--- config.mk ---
export PLATFORM = sky130hd
export DESIGN_NAME = checked_frame_validator_core
export DESIGN_NICKNAME = d
export VERILOG_FILES = /design/src/rtl/core/cfv_pkg.sv /design/src/rtl/core/checked_frame_validator_core.sv /design/src/rtl/core/cfv_cfg.sv /design/src/rtl/core/cfv_parser.sv
export SDC_FILE = /design/constraint.sdc
export NUM_CORES = 1
export LEC_CHECK = 0
export BUFFER_PORTS_ARGS = -buffer_cell sky130_fd_sc_hd__buf_2
export CAP_MARGIN = 20
export CORE_UTILIZATION = 55
export CTS_CLUSTER_SIZE = 14
export DETAILED_ROUTE_END_ITERATION = 8
export GPL_TIMING_DRIVEN = 0
export PLACE_DENSITY = 0.73
export SYNTH_ARGS = -nofsm -noshare
export SYNTH_HDL_FRONTEND = slang
export SYNTH_HIERARCHICAL = 1
export SYNTH_SLANG_ARGS = --single-unit
--- constraint.sdc ---
create_clock -name i_clk -period 7.25 [get_ports i_clk]
set_input_delay 0.725 -clock i_clk [delete_from_list [all_inputs] [get_ports i_clk]]
set_output_delay 0.725 -clock i_clk [all_outputs]
set_load 0.03 [all_outputs]
--- src/rtl/core/cfv_pkg.sv ---
// Shared types, codes and helpers for the checked frame validator.
package cfv_pkg;

    localparam int unsigned WORD_W      = 16;
    localparam int unsigned BYTE_W      = 8;
    localparam int unsigned CFG_IDX_W   = 8;
    localparam logic [WORD_W-1:0] MIN_FRAME = 16'd8;
    localparam logic [WORD_W-1:0] TAIL_BACK = 16'd4;
    localparam logic [WORD_W-1:0] SUM_BACK  = 16'd2;

    localparam logic [WORD_W-1:0] RST_HEAD_MARKER = 16'd0;
    localparam logic [WORD_W-1:0] RST_TAIL_MARKER = 16'd0;
    localparam logic [WORD_W-1:0] RST_MAX_PAYLOAD = 16'd1024;
    localparam logic              RST_BIG_ENDIAN  = 1'b1;

    typedef enum logic [CFG_IDX_W-1:0] {
        CFG_HEAD_MARKER = 8'd0,
        CFG_TAIL_MARKER = 8'd1,
        CFG_MAX_PAYLOAD = 8'd2,
        CFG_BIG_ENDIAN  = 8'd3
    } t_cfg_idx;

    typedef enum logic [1:0] {
        ST_OK       = 2'd0,
        ST_BAD_CODE = 2'd1,
        ST_BAD_SIZE = 2'd2,
        ST_BAD_SUM  = 2'd3
    } t_status;

    typedef struct packed {
        logic [WORD_W-1:0] head_marker;
        logic [WORD_W-1:0] tail_marker;
        logic [WORD_W-1:0] max_payload;
        logic              big_endian;
    } t_cfg;

    typedef struct packed {
        logic              emit;
        t_status           status;
        logic [WORD_W-1:0] frame_size;
    } t_result;

    function automatic logic [WORD_W-1:0] join_word(
        input logic [BYTE_W-1:0] first,
        input logic [BYTE_W-1:0] second,
        input logic              big_endian
    );
        logic [WORD_W-1:0] w;
        w = big_endian ? {first, second} : {second, first};
        return w;
    endfunction

endpackage

--- src/rtl/core/checked_frame_validator_core.sv ---
// Top level of the checked frame validator: input stage, parser, result register.
//
//  channel | valid       | ready        | payload
//  --------+-------------+--------------+-------------------------------
//  in      | i_in_valid  | o_in_ready   | i_data_byte, i_frame_start
//  out     | o_out_valid | i_out_ready  | o_status, o_frame_size
//  cfg     | i_cfg_valid | o_cfg_ready  | i_cfg_index, i_cfg_data
//
//  One byte per cycle while no result stalls; each status is registered.
//  Input register -> parser logic -> result register; the parser state update
//  and the result write happen in the same cycle.
//  Reset is synchronous, active low; cfg registers return to their defaults.
//  A stalled result blocks the input register, which then holds one more byte.
module checked_frame_validator_core
    import cfv_pkg::*;
(
    input  logic                 i_clk,
    input  logic                 i_rst_n,
    input  logic                 i_in_valid,
    output logic                 o_in_ready,
    input  logic [BYTE_W-1:0]    i_data_byte,
    input  logic                 i_frame_start,
    output logic                 o_out_valid,
    input  logic                 i_out_ready,
    output logic [1:0]           o_status,
    output logic [WORD_W-1:0]    o_frame_size,
    input  logic                 i_cfg_valid,
    output logic                 o_cfg_ready,
    input  logic [CFG_IDX_W-1:0] i_cfg_index,
    input  logic [WORD_W-1:0]    i_cfg_data
);

    logic              r_in_valid;
    logic [BYTE_W-1:0] r_in_byte;
    logic              r_in_start;
    logic              r_out_valid;
    t_status           r_out_status;
    logic [WORD_W-1:0] r_out_size;

    t_cfg    cfg;
    t_result result;
    logic    out_free;
    logic    step;

    assign out_free   = !r_out_valid || i_out_ready;
    assign step       = r_in_valid && out_free;
    assign o_in_ready = !r_in_valid || out_free;

    cfv_cfg u_cfg (
        .i_clk       (i_clk),
        .i_rst_n     (i_rst_n),
        .i_cfg_valid (i_cfg_valid),
        .i_cfg_index (i_cfg_index),
        .i_cfg_data  (i_cfg_data),
        .o_cfg_ready (o_cfg_ready),
        .o_cfg       (cfg)
    );

    cfv_parser u_parser (
        .i_clk         (i_clk),
        .i_rst_n       (i_rst_n),
        .i_step        (step),
        .i_data_byte   (r_in_byte),
        .i_frame_start (r_in_start),
        .i_cfg         (cfg),
        .o_result      (result)
    );

    always_ff @(posedge i_clk) begin
        if (!i_rst_n) begin
            r_in_valid <= 1'b0;
        end else if (o_in_ready) begin
            r_in_valid <= i_in_valid;
        end
    end

    always_ff @(posedge i_clk) begin
        if (i_in_valid && o_in_ready) begin
            r_in_byte  <= i_data_byte;
            r_in_start <= i_frame_start;
        end
    end

    always_ff @(posedge i_clk) begin
        if (!i_rst_n) begin
            r_out_valid <= 1'b0;
        end else if (step) begin
            r_out_valid <= result.emit;
        end else if (i_out_ready) begin
            r_out_valid <= 1'b0;
        end
    end

    always_ff @(posedge i_clk) begin
        if (step && result.emit) begin
            r_out_status <= result.status;
            r_out_size   <= result.frame_size;
        end
    end

    assign o_out_valid  = r_out_valid;
    assign o_status     = r_out_status;
    assign o_frame_size = r_out_size;

`ifndef SYNTHESIS
    a_empty_stage_ready: assert property (@(posedge i_clk) disable iff (!i_rst_n)
        !r_in_valid |-> o_in_ready)
        else $error("empty input stage not ready");
    a_result_kept: assert property (@(posedge i_clk) disable iff (!i_rst_n)
        r_out_valid && !i_out_ready |=> r_out_valid && $stable(r_out_size))
        else $error("pending result lost");
    a_result_loaded: assert property (@(posedge i_clk) disable iff (!i_rst_n)
        step && result.emit |=> r_out_valid)
        else $error("status not registered");
`endif

endmodule

--- src/rtl/core/cfv_cfg.sv ---
// Configuration register bank for the checked frame validator.
module cfv_cfg
    import cfv_pkg::*;
(
    input  logic                 i_clk,
    input  logic                 i_rst_n,
    input  logic                 i_cfg_valid,
    input  logic [CFG_IDX_W-1:0] i_cfg_index,
    input  logic [WORD_W-1:0]    i_cfg_data,
    output logic                 o_cfg_ready,
    output t_cfg                 o_cfg
);

    t_cfg r_cfg;
    t_cfg n_cfg;

    assign o_cfg_ready = 1'b1;
    assign o_cfg       = r_cfg;

    always_comb begin
        n_cfg = r_cfg;
        if (i_cfg_valid) begin
            unique case (i_cfg_index)
                CFG_HEAD_MARKER: n_cfg.head_marker = i_cfg_data;
                CFG_TAIL_MARKER: n_cfg.tail_marker = i_cfg_data;
                CFG_MAX_PAYLOAD: n_cfg.max_payload = i_cfg_data;
                CFG_BIG_ENDIAN:  n_cfg.big_endian  = i_cfg_data[0];
                default:         n_cfg             = r_cfg;
            endcase
        end
    end

    always_ff @(posedge i_clk) begin
        if (!i_rst_n) begin
            r_cfg.head_marker <= RST_HEAD_MARKER;
            r_cfg.tail_marker <= RST_TAIL_MARKER;
            r_cfg.max_payload <= RST_MAX_PAYLOAD;
            r_cfg.big_endian  <= RST_BIG_ENDIAN;
        end else begin
            r_cfg <= n_cfg;
        end
    end

endmodule

--- src/rtl/core/cfv_parser.sv ---
// Per-byte frame state and status decision for the checked frame validator.
module cfv_parser
    import cfv_pkg::*;
(
    input  logic              i_clk,
    input  logic              i_rst_n,
    input  logic              i_step,
    input  logic [BYTE_W-1:0] i_data_byte,
    input  logic              i_frame_start,
    input  t_cfg              i_cfg,
    output t_result           o_result
);

    logic [WORD_W-1:0] r_pos, n_pos;
    logic [WORD_W-1:0] r_sum, n_sum;
    logic [WORD_W-1:0] r_size, n_size;
    logic [BYTE_W-1:0] r_held, n_held;
    logic              r_tail_ok, n_tail_ok;
    logic              r_in_frame, n_in_frame;

    logic [WORD_W-1:0] c_pos, c_sum, c_size;
    logic [BYTE_W-1:0] c_held;
    logic              c_tail_ok, c_in_frame;
    logic [WORD_W-1:0] word;
    logic [WORD_W:0]   size_limit;
    t_result           res;

    always_comb begin
        c_pos      = i_frame_start ? '0 : r_pos;
        c_sum      = i_frame_start ? '0 : r_sum;
        c_size     = i_frame_start ? '0 : r_size;
        c_held     = i_frame_start ? '0 : r_held;
        c_tail_ok  = i_frame_start ? 1'b0 : r_tail_ok;
        c_in_frame = i_frame_start | r_in_frame;

        word       = join_word(c_held, i_data_byte, i_cfg.big_endian);
        size_limit = {1'b0, i_cfg.max_payload} + {1'b0, MIN_FRAME};

        n_pos      = c_pos;
        n_sum      = c_sum;
        n_size     = c_size;
        n_held     = c_held;
        n_tail_ok  = c_tail_ok;
        n_in_frame = c_in_frame;
        res        = '{emit: 1'b0, status: ST_OK, frame_size: '0};

        if (c_in_frame) begin
            n_pos = c_pos + 16'd1;
            if (c_pos < 16'd4) begin
                n_sum = c_sum + {8'd0, i_data_byte};
                if (c_pos[0] == 1'b0) begin
                    n_held = i_data_byte;
                end else if (c_pos[1] == 1'b0) begin
                    if (word != i_cfg.head_marker) begin
                        res = '{emit: 1'b1, status: ST_BAD_CODE, frame_size: '0};
                    end
                end else begin
                    if (word < MIN_FRAME || {1'b0, word} > size_limit) begin
                        res = '{emit: 1'b1, status: ST_BAD_SIZE, frame_size: word};
                    end else begin
                        n_size = word;
                    end
                end
            end else begin
                if (c_pos < c_size - SUM_BACK) begin
                    n_sum = c_sum + {8'd0, i_data_byte};
                end
                if (c_pos == c_size - TAIL_BACK || c_pos == c_size - SUM_BACK) begin
                    n_held = i_data_byte;
                end else if (c_pos == c_size - TAIL_BACK + 16'd1) begin
                    n_tail_ok = (word == i_cfg.tail_marker);
                end else if (c_pos == c_size - 16'd1) begin
                    priority if (!c_tail_ok) begin
                        res = '{emit: 1'b1, status: ST_BAD_CODE, frame_size: c_size};
                    end else if (word != c_sum) begin
                        res = '{emit: 1'b1, status: ST_BAD_SUM, frame_size: c_size};
                    end else begin
                        res = '{emit: 1'b1, status: ST_OK, frame_size: c_size};
                    end
                end
            end
            if (res.emit) begin
                n_in_frame = 1'b0;
            end
        end
    end

    assign o_result = res;

    always_ff @(posedge i_clk) begin
        if (!i_rst_n) begin
            r_pos      <= '0;
            r_sum      <= '0;
            r_size     <= '0;
            r_held     <= '0;
            r_tail_ok  <= 1'b0;
            r_in_frame <= 1'b0;
        end else if (i_step) begin
            r_pos      <= n_pos;
            r_sum      <= n_sum;
            r_size     <= n_size;
            r_held     <= n_held;
            r_tail_ok  <= n_tail_ok;
            r_in_frame <= n_in_frame;
        end
    end

`ifndef SYNTHESIS
    a_emit_goes_idle: assert property (@(posedge i_clk) disable iff (!i_rst_n)
        i_step && res.emit |=> !r_in_frame)
        else $error("frame still open after status");
    a_size_checked: assert property (@(posedge i_clk) disable iff (!i_rst_n)
        r_in_frame && r_pos >= 16'd4 |-> r_size >= MIN_FRAME)
        else $error("payload phase with unchecked size");
    a_pos_bounded: assert property (@(posedge i_clk) disable iff (!i_rst_n)
        r_in_frame && r_pos >= 16'd4 |-> r_pos < r_size)
        else $error("byte position past frame end");
`endif

endmodule

## Word level (Yosys, flattened, before mapping)

Cells that the tools add are included.

| word-level totals | value |
|---|---|
| register bits | 136 |
| input bits | 38 |
| output and inout bits | 21 |
| word-level logic and storage cells | 92 |

| operators by class | value |
|---|---|
| add/subtract/negate cells | 7 |
| $lt $le $gt $ge | 4 |
| eq/ne operators | 10 |
| muxes and demuxes | 39 |
| bitwise operators | 1 |
| reductions and logical operators | 15 |

Operators with widths:

| operator | count |
|---|---|
| $mux W19 | 11 |
| $mux W16 | 13 |
| $eq A16 B16 Y1 | 5 |
| $mux W8 | 5 |
| $add A16 B1 Y16 const B | 2 |
| $ne A16 B16 Y1 | 2 |
| $mux W18 | 1 |
| $add A16 B4 Y17 const B | 1 |
| $gt A16 B17 Y1 | 1 |
| $add A16 B8 Y16 | 1 |
| $eq A8 B2 Y1 const B | 2 |
| $lt A16 B16 Y1 | 1 |
| $lt A16 B3 Y1 const B | 1 |
| $lt A16 B4 Y1 const B | 1 |
| $sub A16 B1 Y16 const B | 1 |
| $sub A16 B2 Y16 const B | 1 |
| $sub A16 B3 Y16 const B | 1 |
| $mux W1 | 9 |
| $eq A8 B1 Y1 const B | 1 |
| $logic_not A8 Y1 | 1 |
| $reduce_and A2 Y1 | 4 |
| $logic_or A1 B1 Y1 | 4 |
| $logic_and A1 B1 Y1 | 3 |
| $logic_not A1 Y1 | 2 |
| 2 further kinds | 2 |

## Depth between registers and ports, before layout

| depth | value |
|---|---|
| depth after elaboration | 12 |
| depth in mapped cells | 23 |
| mapped depth without buffers | 16 |

## Modules after synthesis

The synthesis kept the hierarchy.

Modules (own cells, without submodules):

| module | instances | cells each | area an instance (um^2) | seq. area each (um^2) |
|---|---|---|---|---|
| cfv_parser | 1 | 1112 | 7830.0 | 1161.1 |
| cfv_cfg | 1 | 186 | 1926.8 | 980.9 |
| checked_frame_validator_core | 1 | 40 | 923.4 | 850.8 |

## Worst setup path after synthesis

OpenSTA, ideal clock, no wires.

| timing path | value |
|---|---|
| kind | register -> register |
| start point | reg r_in_start |
| end point | reg r_out_size[0], in the netlist o_frame_size[0], enable pin |
| library setup time | 0.393 ns |
| arrival | 5.491 ns |
| required time | 6.857 ns |
| path slack | 1.366 ns |
| stages on the path, launching flop included | 22 |
| buffers on the path | 8 |
| period minus slack after synthesis | 5.884 ns |
| cell sequence | edfxtp_1 clkbuf_1 buf_1 clkbuf_1 buf_1 clkbuf_1 clkbuf_1 nor2b_1 inv_1 ha_1 clkbuf_1 clkbuf_1 nand2_1 o21ai_0 nand3_1 a2111oi_0 nand4_1 nor4_4 nor3_1 nor2_1 nand2_1 nor2_1 |

RTL lines:

| item | RTL line | source |
|---|---|---|
| from (decl) | checked_frame_validator_core.sv:35 | `logic r_in_start;` |
| from (signal assigned) | checked_frame_validator_core.sv:80 | `r_in_start <= i_frame_start;` |
| to (signal assigned) | checked_frame_validator_core.sv:97 | `r_out_size <= result.frame_size;` |
| to (decl) | checked_frame_validator_core.sv:38 | `logic [WORD_W-1:0] r_out_size;` |

==> out/results.ini <==
[run_status]
outcome=completed

[timing]
timing.fmax_mhz=148.0
rsz0062_at_grt=no
timing.hold.ws_ps=461.4
finalCriticalPeriod_ps=6758
finalSetupViolations=0
slew_headroom=0.3375
clock_skew_ps=11.55
tightest_slew_ps=991.8
slew_viol_final=0
final_hold_viol_count=0
fin_crit_sh=0.9322

[final_layout]
multi_input_area_um2=7142
fillCellCount=1719
regArea_um2=2993
drive_above_1_share=0.1022
fin_cells=1690
num-nets-final=1502
area_growth_pct=11.73

[die]
die_y_um=141.4
coreArea_um2=18890
die_w_um=141.4
io_pins=59
start_util=0.5653
dieArea_um2=19980
fp-row-count=50

[setup_path]
max_stage_delay_ps=580
critPathMaxFanout=28
crit_arrival_ps=6890
endpoint_kind=flop
startpoint_type=flop
required_ps=7380
crit_slowest_cell=a2111oi_0
path_cells=clkbuf_2 -> buf_2 -> clkbuf_4 -> clkbuf_2 -> nor2b_1 -> inv_1 -> ha_1 -> clkbuf_1 -> clkbuf_1 -> nand2_1 -> o21ai_0 -> nand3_1 -> a2111oi_0 -> nand4_1 -> nor4_4 -> buf_4 -> nor3_1 -> nor2_1 -> nand2_1 -> nor2_2 -> buf_6
critical_path_class=reg -> reg

[power_and_ir_drop]
power.density_nw_per_um2=155.1
power_leakage_uw=0.004651
power_uw=1851
peakVddDrop_v=0.0001768

[yosys]
syn_area_per_cell_um2=7.982
synthesis.nets=1424
synth_area_um2=10680
ys_seq_elements=136
synthFlopType=dfxtp_1
yosys_warnings=6
yosysSeqAreaShare=0.2802
syn_inst=1338
synth_edf_count=27
yosysUniqueCellTypes=91
synthArstFlopShare=0

[drt]
drc=0
drt_iter0_drc=1362
dr.pass1.iters=6
routedWlPerCell_um=21.38
routed_via_density=6.404
wl_um=36130
num_vias=10823
ant_nets=0

[clock_tree]
cts_tree=done
root_buffer=clkbuf_16
clk-insertion-delay-late_ps=430
htree_levels=4
cts_made_buffers=17
hold_buffers=0
clk_pin_slew_ps=60
clockBufferDepth=2
cts_sinks=136

[worst_hold_path]
min_path_type=reg -> reg

[global_routing]
first_global_vias=9917
grt_first_pass_wirelength_um=55770
grt_max_degree=20
overflow=0
antenna_found_initial=0
grt_use_total=0.3671

[job]
cap_violations=0

[placed_design]
dp_hpwl_um=27390
port_buffers=57
dpl.cell_count=1657
gp_congestion=0.9980

where the power goes:
part / internal [uW] / switching (uW)
logic: 55.5 / 119
clock network: 535 / 351
registers: 779 / 11.3
path summary, 6_finish.rpt:
| kind | slack (ps) | cells after the start | start | end |
|---|---|---|---|---|
| setup / recovery | 490 | 21 | r_in_start | o_frame_size[8] |
| hold / removal | 460 | 2 | u_parser/r_sum[0] | u_parser/r_sum[0] |
| setup reg to reg | 490 | 21 | r_in_start | o_frame_size[8] |
| hold reg to reg | 460 | 2 | u_parser/r_sum[0] | u_parser/r_sum[0] |
flip-flops by register name (all words and copies together) (netlist names):
name	count
u_parser/r_pos	16
u_parser/r_size	16
u_parser/r_tail_ok	1
o_out_valid	1
o_status	2
r_in_byte	8
u_parser/r_held	8
r_in_start	1
r_in_valid	1
u_cfg/o_cfg	49
u_parser/r_in_frame	1
u_parser/r_sum	16
o_frame_size	16
layout by cell type, fill, tap and decap left out, types with 39 or more instances in the layout:
| master | instances |
|---|---|
| nand2_1 | 173 |
| nor2_1 | 110 |
| dfxtp_1 | 109 |
| mux2i_1 | 76 |
| clkbuf_1 | 66 |
| buf_2 | 62 |
| o21ai_0 | 62 |
| nor2b_1 | 60 |
| nand3_1 | 52 |
| xnor2_1 | 49 |
| ha_1 | 47 |
| a21oi_1 | 40 |
| xor2_1 | 39 |
synth_stat cells (4+ instances only):
cell type	instances	share of area
mux2_2	10	0.011
and4_1	5	0.0041
nor2b_1	60	0.035
nand3_1	52	0.024
o22ai_1	5	0.0029
a21o_1	17	0.012
nor4_1	21	0.012
a32oi_1	8	0.0066
a22o_1	7	0.0057
buf_6	6	0.0063
o2111ai_1	5	0.0041
mux2i_1	76	0.071
or4_1	7	0.0049
nor3_1	38	0.018
a21oi_1	40	0.019
nor2_1	111	0.039
o21a_1	13	0.0091
a21boi_0	19	0.013
ha_1	47	0.055
nand2b_1	9	0.0053
and3_1	18	0.011
dfxtp_1	109	0.20
inv_1	34	0.012
o32ai_1	6	0.0049
a31oi_1	25	0.015
a22oi_1	21	0.015
nand4_1	21	0.012
or2_2	6	0.0035
nor4b_1	8	0.0066
xnor2_1	49	0.040
clkbuf_1	67	0.024
nand2_1	173	0.061
o211ai_1	7	0.0049
o21ai_0	62	0.029
buf_2	4	0.0019
buf_1	6	0.0021
o311ai_0	5	0.0041
a211oi_1	4	0.0028
edfxtp_1	27	0.076
and2_1	14	0.0082
xor2_1	39	0.032
layer usage:
layer  vias to the layer above  GRT usage  part of all wire
met3                       131    0.09045              0.10
li1                       5001          -                 -
met4                         0     0.1808             0.045
met5                         -          0                 0
met1                      5067     0.4704              0.41
met2                       624     0.5761              0.44
area by class of cell:
class	count	area share
clock inverters	8	0.007025
multi-input cells	1079	0.5985
clock buffers	24	0.04310
plain buffers	86	0.03534
repair buffers	61	0.02674
diodes	1	0.0002097
flip-flops and latches	136	0.2508
inverters	35	0.01101
well taps	260	0.02726
cells by family after synthesis:
logic type      share of synthesized area
compound gates                     0.1833
xor+xnor                          0.07217
fa+ha+maj                         0.05694
buf+inv                           0.05178
flops                              0.2802
mux                               0.08177
other cells                     0.0003511
simple gates                       0.2734
through the flow:
step / TNS (ps) / worst slack (ps) / utilization / cell area [um^2]
after floorplan: 0 / 1366 / - / 10680
after global routing: 0 / 244.9 / 0.6315 / 11930
final: 0 / 491.9 / 0.6316 / 11930
after detailed placement: -44340 / -1617 / 0.5989 / 11310
after global placement: -55380 / -1998 / 0.5976 / 11290
after CTS: 0 / 95.99 / 0.6315 / 11930
critical path, delay by kind of cell, from the launching register on:
family	cells	cell delay, ps
buffers and inverters	9	3010
adders and majority gates	1	190
AOI/OAI and AO/OA	2	840
DFF	1	410
and+or+nand+nor	9	1950
what timing repair did:
item                                    CTS  global route
pin swaps                                 1             0
endpoints found under the setup margin   56            18
resized for setup                         4             4
buffers inserted                          2             0
Note: power is estimated with default switching activity, not from simulation.
